<file path="src/sv/uer_pkg.sv">
// Shared types, codes and reset values for the ultrasonic echo ranger.
// Used by uer_sensor, uer_result, ultrasonic_echo_ranger and the testbench; depends on nothing.
package uer_pkg;

	localparam int SENSORS_DEF    = 4;
	localparam int COUNT_BITS_DEF = 16;

	// Input item kinds.
	localparam logic [1:0] KIND_TICK  = 2'd0;
	localparam logic [1:0] KIND_START = 2'd1;
	localparam logic [1:0] KIND_RISE  = 2'd2;
	localparam logic [1:0] KIND_FALL  = 2'd3;

	// Result codes held per sensor slot while results drain.
	localparam logic [1:0] RES_TRIG_RISE = 2'd0;
	localparam logic [1:0] RES_TRIG_FALL = 2'd1;
	localparam logic [1:0] RES_TIMEOUT   = 2'd2;
	localparam logic [1:0] RES_MEASURE   = 2'd3;

	// Status field codes.
	localparam logic [1:0] ST_VALID   = 2'd0;
	localparam logic [1:0] ST_RANGE   = 2'd1;
	localparam logic [1:0] ST_TIMEOUT = 2'd2;

	// Result event codes.
	localparam logic EV_TRIG    = 1'b0;
	localparam logic EV_MEASURE = 1'b1;

	// Configuration register indexes.
	localparam int CFG_IDX_W = 3;
	localparam logic [CFG_IDX_W-1:0] REG_ENABLED   = 3'd0;
	localparam logic [CFG_IDX_W-1:0] REG_TRIGGER   = 3'd1;
	localparam logic [CFG_IDX_W-1:0] REG_TIMEOUT   = 3'd2;
	localparam logic [CFG_IDX_W-1:0] REG_SPEED     = 3'd3;
	localparam logic [CFG_IDX_W-1:0] REG_MIN_DIST  = 3'd4;
	localparam logic [CFG_IDX_W-1:0] REG_MAX_DIST  = 3'd5;

	// Configuration reset values.
	localparam logic [3:0]  ENABLED_RST  = 4'd15;
	localparam logic [3:0]  TRIGGER_RST  = 4'd10;
	localparam logic [15:0] TIMEOUT_RST  = 16'd30000;
	localparam logic [15:0] SPEED_RST    = 16'd2248;
	localparam logic [15:0] MIN_DIST_RST = 16'd32;
	localparam logic [15:0] MAX_DIST_RST = 16'd6400;

	// Timing settings that every sensor channel sees.
	typedef struct packed {
		logic [3:0]  trigger_ticks;
		logic [15:0] timeout_ticks;
	} timing_cfg_t;

	// Per-sensor result produced by one accepted item.
	typedef struct packed {
		logic       valid;
		logic [1:0] code;
	} slot_res_t;

endpackage

</file>
<file path="src/sv/ultrasonic_echo_ranger.sv">
// Ultrasonic echo ranger, top level: configuration registers, sensor channels and result stage.
// Results of a transaction are registered and appear in the cycle after it is accepted.
// Throughput: one transaction per cycle while each yields at most one result and out_stall
// is low; a tick that yields several results holds the input until its last is taken.
// Reset (arst_n low, asynchronous): all sensors idle, counters zero, registers at defaults.
// Depends on uer_pkg, uer_sensor, uer_result.
module ultrasonic_echo_ranger #(
	parameter int SENSORS    = uer_pkg::SENSORS_DEF,
	parameter int COUNT_BITS = uer_pkg::COUNT_BITS_DEF
) (
	input  logic                           clk,
	input  logic                           arst_n,
	// Input channel.
	input  logic                           in_valid,
	output logic                           in_stall,
	input  logic [1:0]                     kind,
	input  logic [1:0]                     sensor,
	// Result channel.
	output logic                           out_valid,
	input  logic                           out_stall,
	output logic                           event_res,
	output logic [1:0]                     unit,
	output logic                           trig_level,
	output logic [1:0]                     status,
	output logic [15:0]                    distance_q4,
	output logic                           last,
	// Configuration write channel.
	input  logic                           cfg_valid,
	output logic                           cfg_ready,
	input  logic [uer_pkg::CFG_IDX_W-1:0]  cfg_index,
	input  logic [15:0]                    cfg_data
);

	// Configuration registers. Writes must arrive only while the block is idle; the block
	// itself does not enforce this, and the channel is always ready.
	logic [3:0]  enabled_mask_q;
	logic [3:0]  trigger_ticks_q;
	logic [15:0] timeout_ticks_q;
	logic [15:0] sound_speed_q;
	logic [15:0] min_dist_q;
	logic [15:0] max_dist_q;

	assign cfg_ready = 1'b1;

	always_ff @(posedge clk or negedge arst_n) begin
		if (!arst_n) begin
			enabled_mask_q  <= uer_pkg::ENABLED_RST;
			trigger_ticks_q <= uer_pkg::TRIGGER_RST;
			timeout_ticks_q <= uer_pkg::TIMEOUT_RST;
			sound_speed_q   <= uer_pkg::SPEED_RST;
			min_dist_q      <= uer_pkg::MIN_DIST_RST;
			max_dist_q      <= uer_pkg::MAX_DIST_RST;
		end else if (cfg_valid && cfg_ready) begin
			unique case (cfg_index)
				uer_pkg::REG_ENABLED:  enabled_mask_q  <= cfg_data[3:0];
				uer_pkg::REG_TRIGGER:  trigger_ticks_q <= cfg_data[3:0];
				uer_pkg::REG_TIMEOUT:  timeout_ticks_q <= cfg_data;
				uer_pkg::REG_SPEED:    sound_speed_q   <= cfg_data;
				uer_pkg::REG_MIN_DIST: min_dist_q      <= cfg_data;
				uer_pkg::REG_MAX_DIST: max_dist_q      <= cfg_data;
				default: ;
			endcase
		end
	end

	// Input handshake. A transaction is taken whenever the result stage is empty
	// or is handing over its final pending result in this cycle.
	logic in_accept, can_load, is_tick, addr_enabled;

	assign in_stall     = !can_load;
	assign in_accept    = in_valid && !in_stall;
	assign is_tick      = kind == uer_pkg::KIND_TICK;
	assign addr_enabled = enabled_mask_q[sensor];

	uer_pkg::timing_cfg_t  timing;
	uer_pkg::slot_res_t    slot_res [SENSORS];
	logic [COUNT_BITS-1:0] echo_cnt [SENSORS];
	logic [COUNT_BITS-1:0] echo_sel;

	assign timing.trigger_ticks = trigger_ticks_q;
	assign timing.timeout_ticks = timeout_ticks_q;

	// Each sensor updates its own state in the cycle a transaction is accepted.
	// Sensors beyond the reach of the sensor field only ever see ticks.
	for (genvar g = 0; g < SENSORS; g++) begin : g_sensor
		logic hit;
		assign hit = in_accept && !is_tick && addr_enabled && (32'(sensor) == g);

		uer_sensor #(
			.COUNT_BITS(COUNT_BITS)
		) u_sensor (
			.clk        (clk),
			.arst_n     (arst_n),
			.tick       (in_accept && is_tick),
			.hit        (hit),
			.kind       (kind),
			.timing     (timing),
			.res        (slot_res[g]),
			.echo_count (echo_cnt[g])
		);
	end

	// Echo count of the addressed sensor feeds the distance multiplier.
	always_comb begin
		echo_sel = '0;
		for (int i = 0; i < SENSORS; i++) begin
			if (32'(sensor) == i) begin
				echo_sel = echo_cnt[i];
			end
		end
	end

	uer_result #(
		.SENSORS    (SENSORS),
		.COUNT_BITS (COUNT_BITS)
	) u_result (
		.clk             (clk),
		.arst_n          (arst_n),
		.load            (in_accept),
		.slot_res        (slot_res),
		.echo_sel        (echo_sel),
		.sound_speed_q16 (sound_speed_q),
		.min_distance_q4 (min_dist_q),
		.max_distance_q4 (max_dist_q),
		.can_load        (can_load),
		.out_valid       (out_valid),
		.out_stall       (out_stall),
		.event_res       (event_res),
		.unit            (unit),
		.trig_level      (trig_level),
		.status          (status),
		.distance_q4     (distance_q4),
		.last            (last)
	);

endmodule

</file>
<file path="src/sv/uer_sensor.sv">
// One sensor channel of the echo ranger: phase and counters, updated per transaction.
// Depends on uer_pkg.
module uer_sensor #(
	parameter int COUNT_BITS = uer_pkg::COUNT_BITS_DEF
) (
	input  logic                    clk,
	input  logic                    arst_n,
	input  logic                    tick,      // accepted tick transaction
	input  logic                    hit,       // accepted start/edge for this enabled sensor
	input  logic [1:0]              kind,
	input  uer_pkg::timing_cfg_t    timing,
	output uer_pkg::slot_res_t      res,
	output logic [COUNT_BITS-1:0]   echo_count
);

	localparam logic [1:0] PH_IDLE = 2'd0;
	localparam logic [1:0] PH_TRIG = 2'd1;
	localparam logic [1:0] PH_WAIT = 2'd2;
	localparam logic [1:0] PH_ECHO = 2'd3;

	logic [1:0]            phase_q, phase_d;
	logic [3:0]            trig_q, trig_d, trig_inc;
	logic [15:0]           wait_q, wait_d;
	logic [COUNT_BITS-1:0] echo_q, echo_d;

	assign trig_inc   = trig_q + 4'd1;
	assign echo_count = echo_q;

	always_comb begin
		phase_d   = phase_q;
		trig_d    = trig_q;
		wait_d    = wait_q;
		echo_d    = echo_q;
		res.valid = 1'b0;
		res.code  = uer_pkg::RES_TRIG_RISE;
		if (tick) begin
			unique case (phase_q)
				PH_TRIG: begin
					trig_d = trig_inc;
					if (trig_inc >= timing.trigger_ticks || trig_inc == 4'd0) begin
						phase_d   = PH_WAIT;
						wait_d    = '0;
						res.valid = 1'b1;
						res.code  = uer_pkg::RES_TRIG_FALL;
					end
				end
				PH_WAIT, PH_ECHO: begin
					if (wait_q >= timing.timeout_ticks) begin
						phase_d   = PH_IDLE;
						res.valid = 1'b1;
						res.code  = uer_pkg::RES_TIMEOUT;
					end else begin
						wait_d = wait_q + 16'd1;
						if (phase_q == PH_ECHO && echo_q != '1) begin
							echo_d = echo_q + 1'b1;
						end
					end
				end
				default: ;
			endcase
		end else if (hit) begin
			case (kind)
				uer_pkg::KIND_START: begin
					phase_d = PH_TRIG;
					trig_d  = '0;
					wait_d  = '0;
					echo_d  = '0;
					if (phase_q != PH_TRIG) begin
						res.valid = 1'b1;
						res.code  = uer_pkg::RES_TRIG_RISE;
					end
				end
				uer_pkg::KIND_RISE: begin
					if (phase_q == PH_WAIT || phase_q == PH_ECHO) begin
						phase_d = PH_ECHO;
						echo_d  = '0;
					end
				end
				uer_pkg::KIND_FALL: begin
					if (phase_q == PH_ECHO) begin
						phase_d   = PH_IDLE;
						res.valid = 1'b1;
						res.code  = uer_pkg::RES_MEASURE;
					end
				end
				default: ;
			endcase
		end
	end

	always_ff @(posedge clk or negedge arst_n) begin
		if (!arst_n) begin
			phase_q <= PH_IDLE;
			trig_q  <= '0;
			wait_q  <= '0;
			echo_q  <= '0;
		end else begin
			phase_q <= phase_d;
			trig_q  <= trig_d;
			wait_q  <= wait_d;
			echo_q  <= echo_d;
		end
	end

endmodule

</file>
<file path="src/sv/uer_result.sv">
// Result register of the echo ranger: holds the results of one transaction and
// delivers them in ascending sensor order. Depends on uer_pkg.
module uer_result #(
	parameter int SENSORS    = uer_pkg::SENSORS_DEF,
	parameter int COUNT_BITS = uer_pkg::COUNT_BITS_DEF
) (
	input  logic                    clk,
	input  logic                    arst_n,
	input  logic                    load,
	input  uer_pkg::slot_res_t      slot_res [SENSORS],
	input  logic [COUNT_BITS-1:0]   echo_sel,
	input  logic [15:0]             sound_speed_q16,
	input  logic [15:0]             min_distance_q4,
	input  logic [15:0]             max_distance_q4,
	output logic                    can_load,
	output logic                    out_valid,
	input  logic                    out_stall,
	output logic                    event_res,
	output logic [1:0]              unit,
	output logic                    trig_level,
	output logic [1:0]              status,
	output logic [15:0]             distance_q4,
	output logic                    last
);

	localparam int IDX_W  = (SENSORS > 1) ? $clog2(SENSORS) : 1;
	localparam int PROD_W = COUNT_BITS + 16;
	localparam int D_W    = PROD_W - 13;
	localparam int CMP_W  = (D_W > 16) ? D_W : 16;

	logic [SENSORS-1:0] pend_q, pend_load, cur_hot;
	logic [1:0]         code_q [SENSORS];
	logic [D_W-1:0]     dist_q;
	logic [PROD_W-1:0]  prod;
	logic [IDX_W-1:0]   cur_idx;
	logic [1:0]         cur_code;
	logic [CMP_W-1:0]   d_ext, min_ext, max_ext;
	logic               out_of_range, take;

	// The distance product is registered; range checks happen on the output side.
	assign prod = PROD_W'(echo_sel) * PROD_W'(sound_speed_q16);

	always_comb begin
		for (int i = 0; i < SENSORS; i++) begin
			pend_load[i] = slot_res[i].valid;
		end
	end

	// Lowest pending sensor goes first.
	always_comb begin
		cur_idx = '0;
		cur_hot = '0;
		for (int i = SENSORS - 1; i >= 0; i--) begin
			if (pend_q[i]) begin
				cur_idx = IDX_W'(i);
				cur_hot = '0;
				cur_hot[i] = 1'b1;
			end
		end
	end

	assign cur_code  = code_q[cur_idx];
	assign out_valid = |pend_q;
	assign last      = (pend_q & ~cur_hot) == '0;
	assign take      = out_valid && !out_stall;
	assign can_load  = !out_valid || (take && last);

	assign d_ext        = CMP_W'(dist_q);
	assign min_ext      = CMP_W'(min_distance_q4);
	assign max_ext      = CMP_W'(max_distance_q4);
	assign out_of_range = (d_ext < min_ext) || (d_ext > max_ext);

	always_comb begin
		unit        = 2'(cur_idx);
		event_res   = uer_pkg::EV_TRIG;
		trig_level  = 1'b0;
		status      = uer_pkg::ST_VALID;
		distance_q4 = '0;
		case (cur_code)
			uer_pkg::RES_TRIG_RISE: trig_level = 1'b1;
			uer_pkg::RES_TRIG_FALL: trig_level = 1'b0;
			uer_pkg::RES_TIMEOUT: begin
				event_res = uer_pkg::EV_MEASURE;
				status    = uer_pkg::ST_TIMEOUT;
			end
			default: begin
				event_res = uer_pkg::EV_MEASURE;
				if (out_of_range) begin
					status = uer_pkg::ST_RANGE;
				end else if (d_ext > CMP_W'(16'hFFFF)) begin
					distance_q4 = 16'hFFFF;
				end else begin
					distance_q4 = d_ext[15:0];
				end
			end
		endcase
	end

	always_ff @(posedge clk or negedge arst_n) begin
		if (!arst_n) begin
			pend_q <= '0;
		end else if (load) begin
			pend_q <= pend_load;
		end else if (take) begin
			pend_q <= pend_q & ~cur_hot;
		end
	end

	always_ff @(posedge clk) begin
		if (load) begin
			dist_q <= prod[PROD_W-1:13];
			for (int i = 0; i < SENSORS; i++) begin
				code_q[i] <= slot_res[i].code;
			end
		end
	end

endmodule

</file>
<file path="config.mk">
export PLATFORM = sky130hd
export DESIGN_NAME = ultrasonic_echo_ranger
export DESIGN_NICKNAME = d
export VERILOG_FILES = /design/src/sv/uer_pkg.sv /design/src/sv/ultrasonic_echo_ranger.sv /design/src/sv/uer_sensor.sv /design/src/sv/uer_result.sv
export SDC_FILE = /design/constraint.sdc
export NUM_CORES = 1
export LEC_CHECK = 0
export BUFFER_PORTS_ARGS = -buffer_cell sky130_fd_sc_hd__buf_2
export CAP_MARGIN = 25
export CORE_MARGIN = 3
export CORE_UTILIZATION = 65
export DETAILED_ROUTE_END_ITERATION = 12
export PLACE_DENSITY = 0.9
export SLEW_MARGIN = 15
export SYNTH_ARGS = -nofsm -noshare
export SYNTH_HDL_FRONTEND = slang
export SYNTH_SLANG_ARGS = --single-unit
</file>
<file path="constraint.sdc">
create_clock -name clk -period 9 [get_ports clk]
set_clock_uncertainty 0.05 [all_clocks]
set_input_delay 1.35 -clock clk [delete_from_list [all_inputs] [get_ports clk]]
set_output_delay 1.35 -clock clk [all_outputs]
set_load 0.1 [all_outputs]
</file>
==> flow_summary.yaml, run 1 <==
synth:
  yosys.area_share.simple_pct: 18.2
  syn_nets: 3006
  synth_mux_area_share_pct: 4.55
  yosysWarnings: 0
  synth_edf_count: 27
  yosysTopAreaCellShare_pct: 21.6
  postSynthCellCount: 2555
  synth_top_family_by_area: "adder cells"
  synth_area_um2: 24000
  ys_types: 92
  synthTopCellsByArea: "dfrtp_1 (22%), fa_1 (16%), ha_1 (12%), inv_1 (5.3%), nand2_1 (4.1%)"
  async_reset_ff_share_pct: 89.4
  yosys.area.top_type: "dfrtp_1"
  synthFlopType: "dfrtp_1"
  ys_seq_elements: 255
  ys_seq_area_share_pct: 27.3
  synthAdderAreaFrac_pct: 28.2
  synthXorXnorAreaFrac_pct: 2.59
  avgSynthCellArea_um2: 9.39
  synth_compound_area_share_pct: 12.0
power_and_ir_drop:
  internal-power_uw: 3030
  swShare_pct: 44.3
  p_sw_uw: 2410
  p_comb_share_pct: 46.6
  clockPowerShare_pct: 21.6
  seq_power_share_pct: 31.8
  peakVddDrop_mv: 0.164
  power.density_nw_per_um2: 213
  leakage_uw: 0.0124
critical_path:
  criticalPathCategory: "input pin to flop"
  cp_max_fo: 21
  critPathArrivalTime_ns: 8.54
  crit_path_end_kind: "flop"
  cp.required_ns: 9.35
  start_kind: "input pin"
  r2r_cells: 21
clock_tree:
  worstSkewPairLatency_ns: 0.56
  postCtsSetupBuffers: 0
  cts_resized: 0
  cts_max_path_buffers: 3
  clock-sinks: 255
  cts_tree: "done"
  ctsRootBufferMaster: "clkbuf_16"
  numCtsBuffers: 28
  cts_hold_buf: 0
  clk_pin_slew_ns: 0.06
  htree_levels: 1
cells_and_area:
  area_growth_pct: 6.42
  utilization_pct: 70.9
  layout_common_cells: "inv_1 (338), nand2_1 (261), ha_1 (230)"
  fin_nets: 3012
  drive_gt1_share_pct: 9.52
  fillers: 2465
  ff_latch_area_um2: 6540
  num_antenna_cells: 0
  final_common_cell: "inv_1"
  design_area_um2: 25500
  multi_input_area_um2: 15700
global_routing:
  grt_pass1_vias: 20500
  grt_overflow: 0
  track_usage_pct: 34.0
  grt_pass1_wl_um: 106000
  grt_antenna_before_repair: 3
  grt_start_max_net_pins: 85
route:
  via_per_inst: 6.60
  antenna_left: 0
  drtIter0Drc: 2409
  drt_pass1_iterations: 8
  avgRoutedWirePerCell_um: 21.7
  routed_wl_um: 66100
  vias: 20100
  drt_drc_violations_left: 0
timing:
  fin_crit_sh_pct: 91.0
  drv_slew: 0
  final-hold-violation-count: 0
  setup_viol: 0
  clock.fmax_mhz: 122
  max-slew-margin-rel_pct: 28.2
  grt_setup_unrepaired: "no"
  worstMarginPinSlew_ns: 1.07
  tns_ns: 0
  period_minus_slack_ns: 8.19
floorplan:
  die_area_um2: 39200
  core-area_um2: 36000
  initial_core_util_pct: 66.6
  rows: 69
  pin_count: 54
  die_y_um: 198
  die_w_um: 198
flow_run:
  cap_violations: 0
placement:
  port_buffers: 52
  post-dp-hpwl_um: 48600
  gp_congestion: 0.948
  placed_area_um2: 24600
run_status:
  status: "completed"
worst_hold_path:
  holdPathStages: 2
  hp-class: "flop to flop"
## synth_stat cells, types with 30 or more instances
cell,n
inv_1,338
nor2_1,108
xor2_1,30
ha_1,230
o31ai_1,30
nand3_1,76
xnor2_1,41
fa_1,193
nand2_1,261
o21ai_0,132
clkbuf_1,71
a21o_1,50
mux2_2,53
nor3_1,50
and3_1,34
nand4_1,40
dfrtp_1,207
a21oi_1,110
and2_1,130
## cell type report
class | instances | share of cell area [%]
repair buffers | 75 | 1.79
flip-flops and latches | 255 | 25.6
multi-input cells | 1862 | 61.7
clock buffers | 38 | 3.09
well taps | 461 | 2.26
inverters | 339 | 4.99
clock inverters | 14 | 0.549
## power groups by stage
stage	Combinational (uW)	Sequential, uW	Clock (uW)
detailed placement	2470	1730	0
floorplan	1910	1560	0
finish	2540	1730	1170
global route	2820	1750	1220
global placement	2330	1710	0
CTS	2500	1710	1180
## stage by stage
stage | total power [uW] | instances | hold WS, ns | worst slack (ns)
after detailed placement | 4200 | 2988 | 0.445 | 0.341
after floorplan | 3470 | 2555 | 0.418 | 0.301
after global placement | 4040 | 2987 | 0.435 | 0.551
after global routing | 5790 | 3044 | 0.483 | 0.350
final | 5450 | 3044 | 0.463 | 0.806
after CTS | 5400 | 3040 | 0.462 | 0.833
## state kept, by name, indices dropped and copies added, names as in the netlist, 8 cells and up
name                          flops
sound_speed_q                    16
u_result.d_ext                   19
min_dist_q                       16
g_sensor.u_sensor.phase_q         8
g_sensor.u_sensor.trig_q         16
g_sensor.u_sensor.wait_q         64
u_result.code_q                   8
g_sensor.u_sensor.echo_count     64
max_dist_q                       16
timeout_ticks_q                  16
## logic make-up after synthesis
group	count (synthesis)
buffers and inverters	438
XOR/XNOR	71
AND/OR/NAND/NOR	845
flip-flops	255
AO/OA/AOI/OAI	439
multiplexers	81
adder cells (fa/ha/maj)	425
other	1
## critical path: stages
cell      delay (ns)
buf_2           0.49
mux4_2          0.78
and2_1          0.26
fa_1            0.53
inv_1           0.05
fa_1            0.51
fa_1            0.53
inv_1           0.06
fa_1            0.47
fa_1            0.55
inv_1           0.06
fa_1            0.55
inv_1           0.06
ha_1            0.35
a211oi_1        0.23
o21ai_0         0.17
nor4_1          0.36
a21oi_1         0.19
a22oi_1         0.32
a31oi_1         0.23
and4_1          0.26
nor3_1          0.17
## path summary, 6_finish.rpt
check	from	to	slack, ns
max	sensor[0]	u_result.d_ext[18]	0.81
min	min_dist_q[5]	min_dist_q[5]	0.46
max reg2reg	g_sensor[3].u_sensor.echo_count[7]	u_result.d_ext[18]	1.73
min reg2reg	min_dist_q[5]	min_dist_q[5]	0.46
max in group asynchronous	arst_n	g_sensor[0].u_sensor.echo_count[4]	6.81
min in group asynchronous	arst_n	g_sensor[3].u_sensor.echo_count[9]	0.75
## routing by layer
layer / GRT usage (%) / vias up / part of all wire (%)
met5: 0 / - / 0.017
met4: 13.5 / 2 / 4.8
met3: 8.58 / 291 / 12
met2: 54.9 / 1293 / 46
met1: 44.5 / 9764 / 37
li1: - / 8733 / -
Note: power is estimated with default switching activity, not from simulation.
==> run 2: changes to the inputs <==
ABC_AREA = 1   (was not set)
CTS_CLUSTER_DIAMETER = 80   (was not set)
==> run 2 against run 1 <==
- total power increased by 7.0%
- sequential share of layout area decreased by 1.7 points
- cell count grew 30%
- sequential power down 5%
- setup slack improved by 0.56 ns
- count of clock-buffer cells in the layout is the same
- non-clock buffer count shrank 3
- combinational power rose by 11%
- first-iteration DRC count grew 4.9%
- via count grew 17%
- critical endpoint is now u_result.d_ext[15]
- largest cell class unchanged
==> flow_summary.yaml, run 2 <==
synth:
  yosys.area.top_type: "dfrtp_1"
  postSynthCellCount: 3425
  syn_nets: 3876
  synth_area_um2: 25600
  ys_seq_area_share_pct: 25.6
  synthFlopType: "dfrtp_1"
  synthTopCellsByArea: "dfrtp_1 (20%), fa_1 (15%), nand2_1 (13%), ha_1 (11%), inv_1 (7.7%)"
  yosysTopAreaCellShare_pct: 20.3
  avgSynthCellArea_um2: 7.47
  synth.most_common_cell: "nand2_1"
  synth_edf_count: 27
  netlist_top_cells_count: "nand2_1 (875), inv_1 (522), nor2_1 (372), ha_1 (230), dfrtp_1 (207)"
  ys_types: 54
  async_reset_ff_share_pct: 89.4
  yosysWarnings: 0
  ys_seq_elements: 255
timing:
  tns_ns: 0
  max-slew-margin-rel_pct: 33.0
  period_minus_slack_ns: 7.64
  worstMarginPinSlew_ns: 1.00
  setup_viol: 0
  clock.fmax_mhz: 131
  final-hold-violation-count: 0
  drv_slew: 0
  grt_setup_unrepaired: "no"
  fin_crit_sh_pct: 84.9
clock_tree:
  cts_max_path_buffers: 3
  clock-sinks: 255
  clk_pin_slew_ns: 0.06
  worstSkewPairLatency_ns: 0.63
  numCtsBuffers: 30
  postCtsSetupBuffers: 0
  htree_levels: 1
  ctsRootBufferMaster: "clkbuf_16"
  cts_resized: 0
  cts_tree: "done"
  cts_hold_buf: 0
critical_path:
  start_kind: "input pin"
  crit_path_end_kind: "flop"
  cp_max_fo: 16
  cp_slowest_cell: "fa_1"
  critical_path.max_stage_delay_ns: 0.57
  cp-startpoint: "sensor[1]"
  crit_end: "u_result.d_ext[15]"
  r2r_cells: 23
  criticalPathCategory: "input pin to flop"
  timing.rr.end: "u_result.d_ext[15]"
  reg2reg_from: "g_sensor[1].u_sensor.echo_count[2]"
  cp.required_ns: 9.31
  critPathArrivalTime_ns: 7.94
  rrSetupSlack_ns: 2.23
floorplan:
  die_w_um: 204
  core-area_um2: 38700
  die_y_um: 204
  pin_count: 54
  rows: 72
  die_area_um2: 41800
  initial_core_util_pct: 66.0
route:
  via_per_inst: 5.93
  drt_drc_violations_left: 0
  avgRoutedWirePerCell_um: 17.8
  vias: 23600
  routed_wl_um: 70700
  drtIter0Drc: 2528
  antenna_left: 0
  drt_pass1_iterations: 9
flow_run:
  cap_violations: 0
power_and_ir_drop:
  power.total_uw: 5830
  clockPowerShare_pct: 23.5
  power.density_nw_per_um2: 213
  swShare_pct: 47.4
  peakVddDrop_mv: 0.220
  p_sw_uw: 2760
  leakage_uw: 0.0135
  internal-power_uw: 3070
  seq_power_share_pct: 28.1
  p_comb_share_pct: 48.3
global_routing:
  track_usage_pct: 34.5
  grt_antenna_before_repair: 0
  grt_pass1_vias: 23100
  grt_start_max_net_pins: 93
  grt_overflow: 0
  grt_pass1_wl_um: 117000
placement:
  post-dp-hpwl_um: 53300
  gp_congestion: 1.05
  port_buffers: 52
  dpl.cell_count: 3911
worst_hold_path:
  hp-class: "flop to flop"
run_status:
  status: "completed"
cells_and_area:
  num_antenna_cells: 0
  fillers: 3044
  area_growth_pct: 6.79
  layout_common_cells: "nand2_1 (875), inv_1 (522), nor2_1 (372)"
  fin_nets: 3879
  drive_gt1_share_pct: 6.26
  fin_cells: 3970
  final_common_cell: "nand2_1"
[run 2: changes by cell type in the layout (fill, tap and decap cells not counted), moves of 46 or more]
| cell | delta |
|---|---|
| o21ai_0 | +63 |
| nand3_1 | +55 |
| o21ai_1 | +54 |
| nand4_1 | +80 |
| mux2_2 | -53 |
| inv_1 | +184 |
| nand2_1 | +614 |
| a21o_1 | -46 |
| and2_1 | -129 |
| nor2_1 | +264 |
[run 2: worst min-delay path by stage]
stage                             from                 end  cells after the start
floorplan               max_dist_q[10]      max_dist_q[10]                      2
global placement    timeout_ticks_q[7]  timeout_ticks_q[7]                      2
detailed placement      max_dist_q[14]      max_dist_q[14]                      2
CTS                 trigger_ticks_q[1]  trigger_ticks_q[1]                      2
global route            max_dist_q[10]      max_dist_q[10]                      2
finish                  max_dist_q[14]      max_dist_q[14]                      2
[run 2: logic make-up (layout without fill, tap and decap cells)]
logic type	count (synthesis)	in the layout	share of synthesized area [%]
XOR/XNOR	80	80	2.74
flip-flops	255	255	25.6
AND/OR/NAND/NOR	1621	1621	27.0
other	1	1	0.0147
buffers and inverters	643	670	9.80
adder cells (fa/ha/maj)	423	423	26.4
AO/OA/AOI/OAI	402	402	8.53
[run 2: critical path: cells and delay by family]
family	cells	cell delay, ns
fa+ha+maj	7	3.52
buf+inv	9	1.18
compound gates	7	1.18
simple gates	3	0.54
xor+xnor	1	0.17
[run 2: routing by layer]
metal	track usage, %	wire [um]	vias up
met5	0	0	-
met4	14.0	3230	0
met3	6.59	7420	263
met2	56.4	32800	1378
met1	45.4	27300	11000
li1	-	-	10900
[run 2: final cells by class]
class                   instances  area [um2]  share of cell area [%]
well taps                     518         648                    2.37
repair buffers                 72         443                    1.62
clock buffers                  38         831                    3.04
inverters                     542        2030                    7.45
flip-flops and latches        255        6540                    24.0
multi-input cells            2527       16500                    60.5
clock inverters                18         283                    1.04
[run 2: metrics by stage]
stage | area, um2 | utilization (%) | hold WS (ns) | setup slack, ns
after floorplan | 25600 | - | 0.403 | 1.09
after global placement | 26200 | 67.5 | 0.415 | 0.955
after detailed placement | 26200 | 67.5 | 0.429 | 0.946
after CTS | 27300 | 70.4 | 0.443 | 1.57
after global routing | 27300 | 70.5 | 0.451 | 0.969
final | 27300 | 70.5 | 0.436 | 1.36
[run 2: power groups by stage]
stage | Clock (uW) | Sequential (uW) | Combinational, uW
after floorplan | 0 | 1510 | 2120
after global placement | 0 | 1640 | 2690
after detailed placement | 0 | 1640 | 2740
after CTS | 1380 | 1630 | 2780
after global routing | 1430 | 1650 | 3160
final | 1370 | 1640 | 2820
